==> src/hw/rtl/tcw_pkg.sv <==
`timescale 1ns / 1ps
`default_nettype none

package tcw_pkg;

	// Field widths of the command and response ports.
	localparam int OpW   = 2;
	localparam int CharW = 8;
	localparam int ColW  = 7;
	localparam int RowW  = 5;
	localparam int CellW = 16;
	localparam int PosW  = 11;

	// Register port.
	localparam int CfgAddrW = 3;
	localparam int CfgDataW = 32;
	localparam logic RegTextAttr = 1'b0;
	localparam logic [CharW-1:0] AttrReset = 8'h07;

	localparam logic [CellW-1:0] BlankCell = 16'h0700;
	localparam logic [CharW-1:0] CharNewline = 8'h0A;
	localparam logic [CharW-1:0] CharBackspace = 8'h08;

	localparam int QueueDepth = 2;

	typedef enum logic [OpW-1:0] {
		OpPut       = 2'd0,
		OpSetCursor = 2'd1,
		OpClear     = 2'd2,
		OpRead      = 2'd3
	} op_t;

	typedef enum logic [2:0] {
		KindPut,
		KindNewline,
		KindBackspace,
		KindSetCursor,
		KindClear,
		KindRead
	} kind_t;

	// A classified command as it travels from the front end to the back end.
	typedef struct packed {
		kind_t             kind;
		logic [ColW-1:0]   col;
		logic [RowW-1:0]   row;
		logic [CellW-1:0]  word;
	} cmd_t;

endpackage

`default_nettype wire

==> src/hw/rtl/tcw_front.sv <==
`timescale 1ns / 1ps
`default_nettype none

module tcw_front #(
	parameter int COLUMNS = 80,
	parameter int ROWS = 25
) (
	input  wire logic                            clk,
	input  wire logic                            arst_n,
	input  wire logic                            cmd_valid,
	output logic                                 cmd_stall,
	input  wire logic [tcw_pkg::OpW-1:0]         op,
	input  wire logic [tcw_pkg::CharW-1:0]       ch,
	input  wire logic [tcw_pkg::ColW-1:0]        col,
	input  wire logic [tcw_pkg::RowW-1:0]        row,
	input  wire logic [tcw_pkg::CellW-1:0]       fill,
	input  wire logic                            psel,
	input  wire logic                            penable,
	input  wire logic                            pwrite,
	input  wire logic [tcw_pkg::CfgAddrW-1:0]    paddr,
	input  wire logic [tcw_pkg::CfgDataW-1:0]    pwdata,
	output logic      [tcw_pkg::CfgDataW-1:0]    prdata,
	input  wire logic                            queue_full,
	input  wire logic                            init_busy,
	output logic                                 push_valid,
	output tcw_pkg::cmd_t                        push_cmd
);

	logic [tcw_pkg::CharW-1:0] attr_q;
	logic                      attr_sel;

	// Bit 2 of the byte address selects the register; the low bits are ignored.
	assign attr_sel = paddr[tcw_pkg::CfgAddrW-1] == tcw_pkg::RegTextAttr;

	always_ff @(posedge clk or negedge arst_n) begin
		if (!arst_n) begin
			attr_q <= tcw_pkg::AttrReset;
		end else if (psel && penable && pwrite && attr_sel) begin
			attr_q <= pwdata[tcw_pkg::CharW-1:0];
		end
	end

	assign prdata = attr_sel ? tcw_pkg::CfgDataW'(attr_q) : '0;

	assign cmd_stall  = queue_full | init_busy;
	assign push_valid = cmd_valid & ~cmd_stall;

	always_comb begin
		push_cmd.kind = tcw_pkg::KindRead;
		push_cmd.col  = (int'(col) >= COLUMNS) ? tcw_pkg::ColW'(COLUMNS - 1) : col;
		push_cmd.row  = (int'(row) >= ROWS) ? tcw_pkg::RowW'(ROWS - 1) : row;
		push_cmd.word = fill;
		unique case (tcw_pkg::op_t'(op))
			tcw_pkg::OpPut: begin
				push_cmd.word = {attr_q, ch};
				if (ch == tcw_pkg::CharNewline) begin
					push_cmd.kind = tcw_pkg::KindNewline;
				end else if (ch == tcw_pkg::CharBackspace) begin
					push_cmd.kind = tcw_pkg::KindBackspace;
				end else begin
					push_cmd.kind = tcw_pkg::KindPut;
				end
			end
			tcw_pkg::OpSetCursor: push_cmd.kind = tcw_pkg::KindSetCursor;
			tcw_pkg::OpClear:     push_cmd.kind = tcw_pkg::KindClear;
			tcw_pkg::OpRead:      push_cmd.kind = tcw_pkg::KindRead;
		endcase
	end

endmodule

`default_nettype wire

==> config.mk <==
export PLATFORM = sky130hd
export DESIGN_NAME = tcw_front
export DESIGN_NICKNAME = d
export VERILOG_FILES = /design/src/hw/rtl/tcw_pkg.sv /design/src/hw/rtl/tcw_front.sv
export SDC_FILE = /design/constraint.sdc
export NUM_CORES = 1
export LEC_CHECK = 0
export ABC_AREA = 1
export BUFFER_PORTS_ARGS = -buffer_cell sky130_fd_sc_hd__buf_2
export CORE_MARGIN = 5
export CORE_UTILIZATION = 30
export DETAILED_ROUTE_END_ITERATION = 10
export PLACE_DENSITY = 0.82
export SLEW_MARGIN = 20
export SYNTH_ARGS = -nofsm -noshare
export SYNTH_HDL_FRONTEND = slang
export SYNTH_SLANG_ARGS = --single-unit
export TNS_END_PERCENT = 5
==> constraint.sdc <==
create_clock -name clk -period 1.15 [get_ports clk]
set_input_delay 0.23 -clock clk [delete_from_list [all_inputs] [get_ports clk]]
set_output_delay 0.23 -clock clk [all_outputs]
set_load 0.005 [all_outputs]
==> results by group <==
Global routing
  • Total GRT Usage: 0.117
  • First-pass GRT wire length: 4070 um
  • Initial antenna violation count: 0
  • Largest net degree at the start of global routing: 21
  • Total gr overflow: 0
  • Number of global-route vias before repair: 1052

Drt
  • Remaining DRCs: 0
  • DRT Pass-1 Iters: 4
  • Mean number of vias per cell: 3.96
  • Routed wire length: 2910 um
  • Routed Antenna Nets: 0
  • Vias: 1183
  • Iteration-0 DRC Markers: 13
  • WL/cell: 9.74 um

Synthesis
  • Number of synthesized flops with an enable pin: 0
  • Synth cell types: 21
  • Most used DFF post-synth: dfrtp_1
  • Synth Warn #: 0
  • Post-Synthesis Cells: 159
  • Asr flop ratio synth: 1.00
  • Synth Area per Inst: 6.19 sq um
  • Register bit total from synthesis: 8
  • Netlist Area Pre-Place: 983 sq um
  • Sequential share of the synthesized area: 0.207

Floorplan
  • Die H: 67.3 um
  • Row count: 20
  • Die area: 4520 sq um
  • Horiz. Die Dim: 67.3 um
  • I/O pins: 146
  • Initial Utilization: 0.317
  • Core footprint: 3100 sq um

Layout
  • Top flop regs: attr_q: 8 flops
  • Diodes inserted: 0
  • Fin nets: 337
  • Flip-flop count of the largest register after layout: 8
  • Layout Utilization: 0.471
  • Largest Register: attr_q
  • Share of cells above drive strength 1: 0.494
  • Area Overhead vs Synth: 48.5%
  • Final instance area: 1460 sq um

STA
  • Final setup fails: 15
  • Final WS setup: -0.143 ns
  • Final Cycle Share: 1.12
  • Setup repair after global routing missed its margin: yes
  • Fmax: 773 MHz
  • Fin. max-slew vios: 0
  • Tmin final: 1.29 ns
  • Hold Fails Final Rpt: 0
  • Clk_skew: 0 ns

Worst hold path
  • Hold Crit Class: in2reg

Run status
  • Status: complete, but fails checks
  • Violations in the final reports: negative setup slack

Worst setup path
  • Slowest CP cell: dfstp_2
  • Worst-path fanout max: 2
  • Crit path arrival time: 1.06 ns
  • Critical path data required time: 0.92 ns
  • Crit-path cells: inv_2 > o21ai_1 > buf_2
  • Worst reg-to-reg setup slack: 0.34 ns
  • Critical path class: reg2out
  • Slowest stage delay, CP: 0.54 ns
  • Element type at the critical path start: flop
  • Setup crit end kind: primary output

Power and ir drop
  • Peak VDD IR: 0.600 mV
  • Pwr per Cell Area: 778 nW/um^2
  • Lkg Pwr: 0.971 nW

Placement
  • Routability congestion estimate: 0.689
  • Port bufs: 95
  • Dpl cell area: 1400 sq um
  • HPWL Detailed: 2520 um

CTS
  • CTS tree: done
  • CTS sink cnt: 8
  • CTS Root Buffer Type: clkbuf_4
  • Clock tree buffer depth: 2
  • Clock Latency Late Sink: 0.26 ns
  • CTS H-tree depth: 1
  • Clock transition at path regs: 0.05 ns
  • Total CTS buffers: 3

Run
  • Max cap viols: 0
cells in the final DEF (no fill, tap or decap), types with 4 or more instances in the layout:
| cell type | synthesis | routed |
|---|---|---|
| nor2_1 | 13 | 13 |
| buf_4 | 24 | 6 |
| inv_1 | 32 | 29 |
| o21ai_0 | 15 | 9 |
| nand2_1 | 37 | 37 |
| o21ai_2 | 8 | 11 |
| conb_1 | 1 | 24 |
| dfrtp_1 | 5 | 5 |
| o21ai_1 | 1 | 4 |
| buf_2 | 2 | 95 |
cell usage after synthesis, types with 2 or more instances:
library cell	instances	share of area
nor2_1	13	0.050
o21ai_2	8	0.071
nand2_2	2	0.013
a21boi_0	3	0.023
buf_4	24	0.18
nand3_1	2	0.010
dfrtp_1	5	0.13
buf_2	2	0.010
clkbuf_1	4	0.015
o21ai_0	15	0.076
inv_1	32	0.12
dfstp_2	3	0.080
buf_6	2	0.023
nand2_1	37	0.14
area by class of cell:
cell class                 instances  area [sq um]
fill                             345          1640
tap                               44          55.1
clock buffer                       4          26.3
multi-input combinational        108           518
sequential                         8           204
timing repair buffer             102           531
inverter                          33           126
worst max-delay path, delay by kind of cell (launching register included):
kind,cells,cell delay [ns]
buffers and inverters,2,0.16
DFF,1,0.54
AOI/OAI and AO/OA,1,0.10
per-layer routing:
layer	global-route usage	wire (um)	vias up
met5	0	0	-
met4	0.0759	77	0
met3	0.0233	364	7
met2	0.242	1570	64
met1	0.0962	904	502
li1	-	-	610
timing repair:
action | 4_1_cts | 5_1_grt
buffers inserted | 2 | 0
hold buffers | 1 | 0
setup endpoints to repair | 17 | 24
gates resized for setup | 9 | 3
pin swaps | 3 | 1
hold endpoints to repair | 6 | 0
stage by stage:
step / cells / hold WS (ns) / setup TNS [ns] / setup slack [ns] / total power, mW
6_report: 299 / 0.176 / -0.882 / -0.143 / 1.14
5_1_grt: 299 / 0.181 / -2.82 / -0.189 / 1.24
2_1_floorplan: 182 / -0.0656 / 0 / 0.179 / 0.691
3_5_place_dp: 292 / 0.0753 / -0.374 / -0.0690 / 0.874
3_3_place_gp: 292 / 0.0734 / -0.328 / -0.0711 / 0.864
4_1_cts: 299 / 0.165 / -1.07 / -0.150 / 1.15
cells by family (layout without fill, tap and decap cells):
logic type	count (synthesis)	in the layout	synth area share
AOI/OAI and AO/OA	27	27	0.176
DFF	8	8	0.207
and+or+nand+nor	57	57	0.248
other	1	24	0.00381
buffers and inverters	66	139	0.365
power breakdown:
part / switching, mW / internal (mW) / total, mW
registers: 0.0283 / 0.349 / 0.378
logic: 0.269 / 0.257 / 0.526
clock network: 0.0999 / 0.133 / 0.233
path summary, 6_finish.rpt:
check / start / end / depth (start not counted)
max in group asynchronous: arst_n / attr_q[1] / 2
setup reg to reg: attr_q[0] / attr_q[0] / 3
hold / removal: pwdata[2] / attr_q[2] / 3
min in group asynchronous: arst_n / attr_q[4] / 2
hold reg to reg: attr_q[6] / attr_q[6] / 2
setup / recovery: attr_q[2] / push_cmd[10] / 3
Note: power is estimated with default switching activity, not from simulation.
