$ cat src/hw/rtl/tcw_pkg.sv
`timescale 1ns / 1ps
`default_nettype none

package tcw_pkg;

	// Field widths of the command and response ports.
	localparam int OpW   = 2;
	localparam int CharW = 8;
	localparam int ColW  = 7;
	localparam int RowW  = 5;
	localparam int CellW = 16;
	localparam int PosW  = 11;

	// Register port.
	localparam int CfgAddrW = 3;
	localparam int CfgDataW = 32;
	localparam logic RegTextAttr = 1'b0;
	localparam logic [CharW-1:0] AttrReset = 8'h07;

	localparam logic [CellW-1:0] BlankCell = 16'h0700;
	localparam logic [CharW-1:0] CharNewline = 8'h0A;
	localparam logic [CharW-1:0] CharBackspace = 8'h08;

	localparam int QueueDepth = 2;

	typedef enum logic [OpW-1:0] {
		OpPut       = 2'd0,
		OpSetCursor = 2'd1,
		OpClear     = 2'd2,
		OpRead      = 2'd3
	} op_t;

	typedef enum logic [2:0] {
		KindPut,
		KindNewline,
		KindBackspace,
		KindSetCursor,
		KindClear,
		KindRead
	} kind_t;

	// A classified command as it travels from the front end to the back end.
	typedef struct packed {
		kind_t             kind;
		logic [ColW-1:0]   col;
		logic [RowW-1:0]   row;
		logic [CellW-1:0]  word;
	} cmd_t;

endpackage

`default_nettype wire

$ cat src/hw/rtl/tcw_queue.sv
`timescale 1ns / 1ps
`default_nettype none

module tcw_queue (
	input  wire logic           clk,
	input  wire logic           arst_n,
	input  wire logic           push_valid,
	input  wire tcw_pkg::cmd_t  push_cmd,
	output logic                full,
	input  wire logic           pop,
	output logic                pop_valid,
	output tcw_pkg::cmd_t       pop_cmd
);

	localparam int PtrW = (tcw_pkg::QueueDepth > 1) ? $clog2(tcw_pkg::QueueDepth) : 1;
	localparam int CntW = $clog2(tcw_pkg::QueueDepth + 1);

	tcw_pkg::cmd_t   slot_q [tcw_pkg::QueueDepth];
	logic [PtrW-1:0] wr_ptr_q;
	logic [PtrW-1:0] rd_ptr_q;
	logic [CntW-1:0] count_q;

	function automatic logic [PtrW-1:0] next_ptr(input logic [PtrW-1:0] p);
		return (p == PtrW'(tcw_pkg::QueueDepth - 1)) ? '0 : p + 1'b1;
	endfunction

	always_ff @(posedge clk) begin
		if (push_valid) begin
			slot_q[wr_ptr_q] <= push_cmd;
		end
	end

	always_ff @(posedge clk or negedge arst_n) begin
		if (!arst_n) begin
			wr_ptr_q <= '0;
			rd_ptr_q <= '0;
			count_q  <= '0;
		end else begin
			if (push_valid) begin
				wr_ptr_q <= next_ptr(wr_ptr_q);
			end
			if (pop) begin
				rd_ptr_q <= next_ptr(rd_ptr_q);
			end
			if (push_valid && !pop) begin
				count_q <= count_q + 1'b1;
			end else if (pop && !push_valid) begin
				count_q <= count_q - 1'b1;
			end
		end
	end

	assign full      = count_q == CntW'(tcw_pkg::QueueDepth);
	assign pop_valid = count_q != '0;
	assign pop_cmd   = slot_q[rd_ptr_q];

endmodule

`default_nettype wire

$ cat config.mk
export PLATFORM = sky130hd
export DESIGN_NAME = tcw_queue
export DESIGN_NICKNAME = d
export VERILOG_FILES = /design/src/hw/rtl/tcw_pkg.sv /design/src/hw/rtl/tcw_queue.sv
export SDC_FILE = /design/constraint.sdc
export NUM_CORES = 1
export LEC_CHECK = 0
export ABC_AREA = 1
export BUFFER_PORTS_ARGS = -buffer_cell sky130_fd_sc_hd__clkbuf_2
export CORE_MARGIN = 2
export CORE_UTILIZATION = 45
export CTS_CLUSTER_SIZE = 40
export DETAILED_ROUTE_END_ITERATION = 16
export PLACE_DENSITY_LB_ADDON = 0.2
export RECOVER_POWER = 50
export SYNTH_ARGS = -nofsm -noshare
export SYNTH_HDL_FRONTEND = slang
export SYNTH_SLANG_ARGS = --single-unit
$ cat constraint.sdc
create_clock -name clk -period 2 [get_ports clk]
set_clock_uncertainty 0.05 [all_clocks]
set_input_delay 0.4 -clock clk [delete_from_list [all_inputs] [get_ports clk]]
set_output_delay 0.4 -clock clk [all_outputs]
set_load 0.1 [all_outputs]
==> results.md, run 1 <==
* MaxCap Viol Count at 0
* Yosys top cell area share at between 70% and 80%
* Final HPWL from detailed placement at 3040 µm
* Share of cells above drive strength 1 at ~44%
* FF+latch count, synth at 66
* Area grow syn2layout at 38.5%
* WP data arrival at ~1.5 ns
* Core ar. at roughly 0.0055 mm²
* CTS Root Cell: clkbuf_8
* Endpoint class of the critical path: output port
* Vias in the first global route at 1,397
* R2R depth at 2
* Number of nets in the layout at 239
* Final count of pins violating max slew at 0
* Fin crit share at between 90% and 100%
* Clock Path Buffers at 2
* Synth warn at 0
* Hold Crit Depth at 1
* Post-synthesis sequential area ratio at between 70% and 80%
* Mapped cell area at between 0.002 and 0.003 mm²
* CP Class: flop to output port
* CP Max Fanout at 15
* Ports at 68
* CTS clk-pin slew, worst paths at 0.07 ns
* Pin count of the biggest net entering global routing at 18
* First-pass GRT wire length at between 6000 and 7000 µm
* CTS tree: done
* Starting density of the core at roughly 47%
* Mean Syn Cell Area at ~21 µm²
* RSZ-0062 raised after global routing: true
* F_max at around 510 MHz
* Die Wd at approximately 80 µm
* Per-cell routed wire length at about 15 µm
* Post-synthesis cell count at ~120
* Fillers at ~400
* Final-report setup violation count at 0
* Port Buffer Count at between 60 and 70
* Fin Setup TNS at 0 ns
* Row count at 27
* Drt initial violations at around 120
* Non-filler cells, final at 279
* Fin crit period at just under 2 ns
* CTS Buf Count at 9
* Routed wire length at 4120 µm
* Most common cell after layout, fill and taps aside: edfxtp_1
* Critical Path RT at roughly 1.6 ns
* Status: complete, no violations
* HP Class: input pin to flop
* Critical path launch point type: flop
* Hold slack at 0.217 ns
* Antenna Cells at 0
* Syn_nets at 158
* All-Layer GR Usage at between 10% and 20%
* Total number of vias at between 1,000 and 1,500
* Placed cell count at around 260
* Final hold violation count at 0
* Clk Latency, worst-skew pair at ~0.32 ns
* Clock sinks at 66
* Routed Antenna Nets at 0
* Cell accounting for the most synthesized area: edfxtp_1
* CTS H-tree depth at 3
* Pre-antenna DRT Iters at 4
* Most frequent cells in the layout: edfxtp_1, buf_12, mux2_4
* Residual DRC count at 0
* Synth top area cells: edfxtp_1, mux2_4, dfrtp_1
* Initial antenna violation count at 0
* Gpl congestion at 0.684
* DIE AREA at 0.00640 mm²
* Unique cell type count in the Yosys netlist at 14
* Finished Core Util at between 60% and 70%
* Die Span Y at about 80 µm
* Rel. slew slack at between 40 and 50%
* Via density at ~4.7
* GRT overflow at 0
* Slew @ Worst Pin at ~0.81 ns
[state kept, by name, indices dropped and copies added (netlist names)]
signal    cells
slot_q       62
count_q       2
rd_ptr_q      1
wr_ptr_q      1
[layout make-up]
class / count / area, µm² / share of cell area, %
flip-flops and latches: 66 / 1960 / 54.6
clock buffers: 9 / 124 / 3.44
well taps: 72 / 90.1 / 2.50
multi-input cells: 45 / 548 / 15.2
clock inverters: 6 / 25.0 / 0.696
repair buffers: 74 / 821 / 22.8
inverters: 7 / 26.3 / 0.730
[path summary, 6_finish.rpt]
path                                        startpoint                       to  slack [ns]
max in group asynchronous                       arst_n     rd_ptr_q$_DFFE_PN0P_        1.29
min in group asynchronous                       arst_n   count_q[1]$_DFFE_PN0P_        0.39
worst max register to register    wr_ptr_q$_DFFE_PN0P_  slot_q[0][19]$_DFFE_PP_        0.40
worst min register to register  count_q[1]$_DFFE_PN0P_   count_q[1]$_DFFE_PN0P_        0.43
worst min-delay path                      push_cmd[24]  slot_q[0][24]$_DFFE_PP_        0.22
worst max-delay path              rd_ptr_q$_DFFE_PN0P_              pop_cmd[10]        0.03
[metrics by stage]
step / instance area [µm²] / worst slack, ns
after floorplan: 2600 / 0.311
after global placement: 3470 / 0.376
after detailed placement: 3470 / 0.368
after CTS: 3630 / 0.0143
after global routing: 3600 / -0.0445
final: 3600 / 0.0321
[worst max-delay path: stages, from the launching register on]
cell	delay (ns)
dfrtp_2	0.35
buf_4	0.27
mux2_2	0.40
buf_12	0.17
[kinds of logic (layout without fill, tap and decap cells)]
kind of cell / after synthesis / in the layout / synth area share, %
buffers and inverters: 11 / 96 / 3.76
muxes: 31 / 31 / 17.6
DFF: 66 / 66 / 75.5
xor gates and xnor gates: 3 / 3 / 1.01
adders and majority gates: 1 / 1 / 0.482
and+or+nand+nor: 10 / 10 / 1.59
[cells in the mapped netlist, drive strengths merged]
library cell	count
xnor2	1
dfrtp	4
buf	4
nand2	6
edfxtp	62
ha	1
nor2	2
nand4	1
xor2	2
inv	7
mux2	31
nand3	1
[what timing repair did]
action                     4_1_cts  5_1_grt
setup buffers                    0        0
setup endpoints to repair        0       18
hold endpoints to repair         4        0
resized for setup                0        0
hold buffers                     1        0
[routing by layer]
metal / share of wire (%) / wire (µm) / vias up / global-route usage (%)
li1: - / - / 620 / -
met1: 38 / 1580 / 635 / 15.9
met2: 54 / 2220 / 41 / 23.9
met3: 6.8 / 279 / 4 / 6.22
met4: 1.1 / 44 / 0 / 5.59
met5: 0 / 0 / - / 0
Power of run 1 is not shown: default switching activity piles up to over one toggle a cycle in this logic, so the estimate is an artifact.
==> inputs of run 2 (changes only) <==
Settings changed: CORE_UTILIZATION 45 to 35.
==> run 2 against run 1 <==
Against the previous run: via count grew 1.2%; maximum frequency grew 1.5%; final area grew 4.2%; final cell count grew 10%; sequential cell count is the same; wire length grew 11%; setup slack gained 0.029 ns; register-to-register slack gained 0.42 ns; core utilization shrank 13 points; global-route usage shrank 2.6 points; critical endpoint unchanged; largest cell class unchanged.
==> results.md, run 2 (same netlist as run 1, synthesis figures left out) <==
* Starting density of the core at 36.0% (-11 points)
* Largest Register: slot_q
* Antenna Cells at 0 (unchanged)
* R2r setup slk at 0.82 ns (+0.42 ns)
* Row count at 31 (+15%)
* Fin Setup TNS at 0 ns (unchanged)
* RSZ-0062 raised after global routing: true
* Initial antenna violation count at 0 (unchanged)
* Hold slack at 0.203 ns (-0.0144 ns)
* Status: complete, no violations
* Slew @ Worst Pin at 0.539 ns (-0.274 ns)
* Final-report setup violation count at 0 (unchanged)
* CTS H-tree depth at 3 (unchanged)
* Clock sinks at 66 (unchanged)
* Final HPWL from detailed placement at 3110 µm (+2.2%)
* Max FFs per register at 62 (unchanged)
* Share of cells above drive strength 1 at 45.9% (+1.5 points)
* Residual DRC count at 0 (unchanged)
* F_max at 516 MHz (+1.5%)
* CP startpoint: rd_ptr_q$_DFFE_PN0P_
* All-Layer GR Usage at 11.7% (-2.6 points)
* GRT overflow at 0 (unchanged)
* Via density at 4.27 (-8.3%)
* CTS clk-pin slew, worst paths at 0.08 ns (about the same)
* CTS tree: done
* Fin crit period at 1.94 ns (-0.0291 ns)
* Core ar. at 0.00721 mm² (+30%)
* Die Span Y at 90.1 µm (+13%)
* CP Class: flop to output port
* Routed Antenna Nets at 0 (unchanged)
* Critical Path RT at 1.55 ns (about the same)
* Ports at 68 (unchanged)
* Largest regs: slot_q: 62 flops, count_q: 2 flops
* Routed wire length at 4570 µm (+11%)
* Clock Path Buffers at 2 (unchanged)
* Number of nets in the layout at 240 (+0.42%)
* Rel. slew slack at 64.2% (+18 points)
* Worst Min Path Start: push_cmd[4]
* WP data arrival at 1.49 ns (-0.03 ns)
* Endpoint class of the critical path: output port
* Fin crit share at 96.9% (-1.5 points)
* Pin count of the biggest net entering global routing at 19 (+1)
* Pre-antenna DRT Iters at 4 (unchanged)
* Post-DP Area at 0.00353 mm² (+1.7%)
* Most common cell after layout, fill and taps aside: edfxtp_1
* Final count of pins violating max slew at 0 (unchanged)
* MaxCap Viol Count at 0 (unchanged)
* R2r startpoint: wr_ptr_q$_DFFE_PN0P_
* CTS Buf Count at 9 (unchanged)
* Area grow syn2layout at 44.4%
* Die Wd at 90.1 µm (+13%)
* Final hold violation count at 0 (unchanged)
* DIE AREA at 0.00813 mm² (+27%)
* Port Buffer Count at 67 (unchanged)
* Fillers at 631 (+56%)
* Vias in the first global route at 1,498 (+7.2%)
* Gpl congestion at 0.641 (-6.2%)
* First-pass GRT wire length at 7120 µm (+9.1%)
* Total number of vias at 1,316 (+1.2%)
* CP Max Fanout at 9 (-6)
* Critical path launch point type: flop
* HP Class: input pin to flop
* Final instance area at 0.00375 mm² (+4.2%)
* Clk Latency, worst-skew pair at 0.32 ns (about the same)
* Drt initial violations at 84 (-29%)
* CTS Root Cell: clkbuf_8
* Most frequent cells in the layout: edfxtp_1, buf_12, mux2_4
* Per-cell routed wire length at 14.8 µm (+0.37%)
-- run 2: cell count changes in the layout (fill, tap and decap cells not counted) --
cell | before | now
inv_6 | 0 | 1
clkinvlp_4 | 0 | 2
buf_12 | 31 | 33
clkbuf_16 | 0 | 1
clkbuf_2 | 11 | 9
bufinv_16 | 0 | 2
clkinv_2 | 2 | 1
clkinv_1 | 4 | 1
buf_1 | 0 | 1
buf_4 | 5 | 4
-- run 2: area by class of cell --
class | count | area, µm² | share of cell area (%)
Inverter | 7 | 26.3 | 0.701
Timing Repair Buffer | 75 | 872 | 23.3
Tap cell | 99 | 124 | 3.30
Sequential cell | 66 | 1960 | 52.4
Clock buffer | 9 | 124 | 3.30
Multi-Input combinational cell | 45 | 548 | 14.6
Clock inverter | 7 | 92.6 | 2.47
-- run 2: worst paths after layout --
path / to / cells past startpoint
worst min-delay path: slot_q[1][4]$_DFFE_PP_ / 1
min in group asynchronous: count_q[0]$_DFFE_PN0P_ / 2
worst max-delay path: pop_cmd[10] / 3
max in group asynchronous: rd_ptr_q$_DFFE_PN0P_ / 2
worst max register to register: slot_q[1][19]$_DFFE_PP_ / 3
worst min register to register: count_q[1]$_DFFE_PN0P_ / 2
-- run 2: timing repair --
| item | 4_1_cts | 5_1_grt |
|---|---|---|
| endpoints found under the setup margin | 0 | 2 |
| setup buffers | 0 | 0 |
| endpoints found under the hold margin | 4 | 0 |
| gates resized for setup | 0 | 0 |
| hold buffers | 1 | 0 |
-- run 2: worst max-delay path, stage by stage, from the launching register on --
cell,delay [ns]
dfrtp_2,0.45
buf_12,0.17
mux2_2,0.37
buf_12,0.17
-- run 2: stage by stage --
step | util, % | instances | setup WS [ns]
after CTS | 52.1 | 307 | 0.0233
after global routing | 52.0 | 308 | -0.00407
after floorplan | - | 122 | 0.311
after global placement | 49.0 | 290 | 0.419
final | 52.0 | 308 | 0.0612
after detailed placement | 49.0 | 290 | 0.399
-- run 2: per-layer routing --
layer,up-vias,wire length (µm),global-route usage (%)
met4,0,84,5.38
met2,53,2440,20.0
li1,625,-,-
met3,8,378,6.12
met5,-,0,0
met1,630,1660,11.7
Power of run 2 is left out for the same reason.
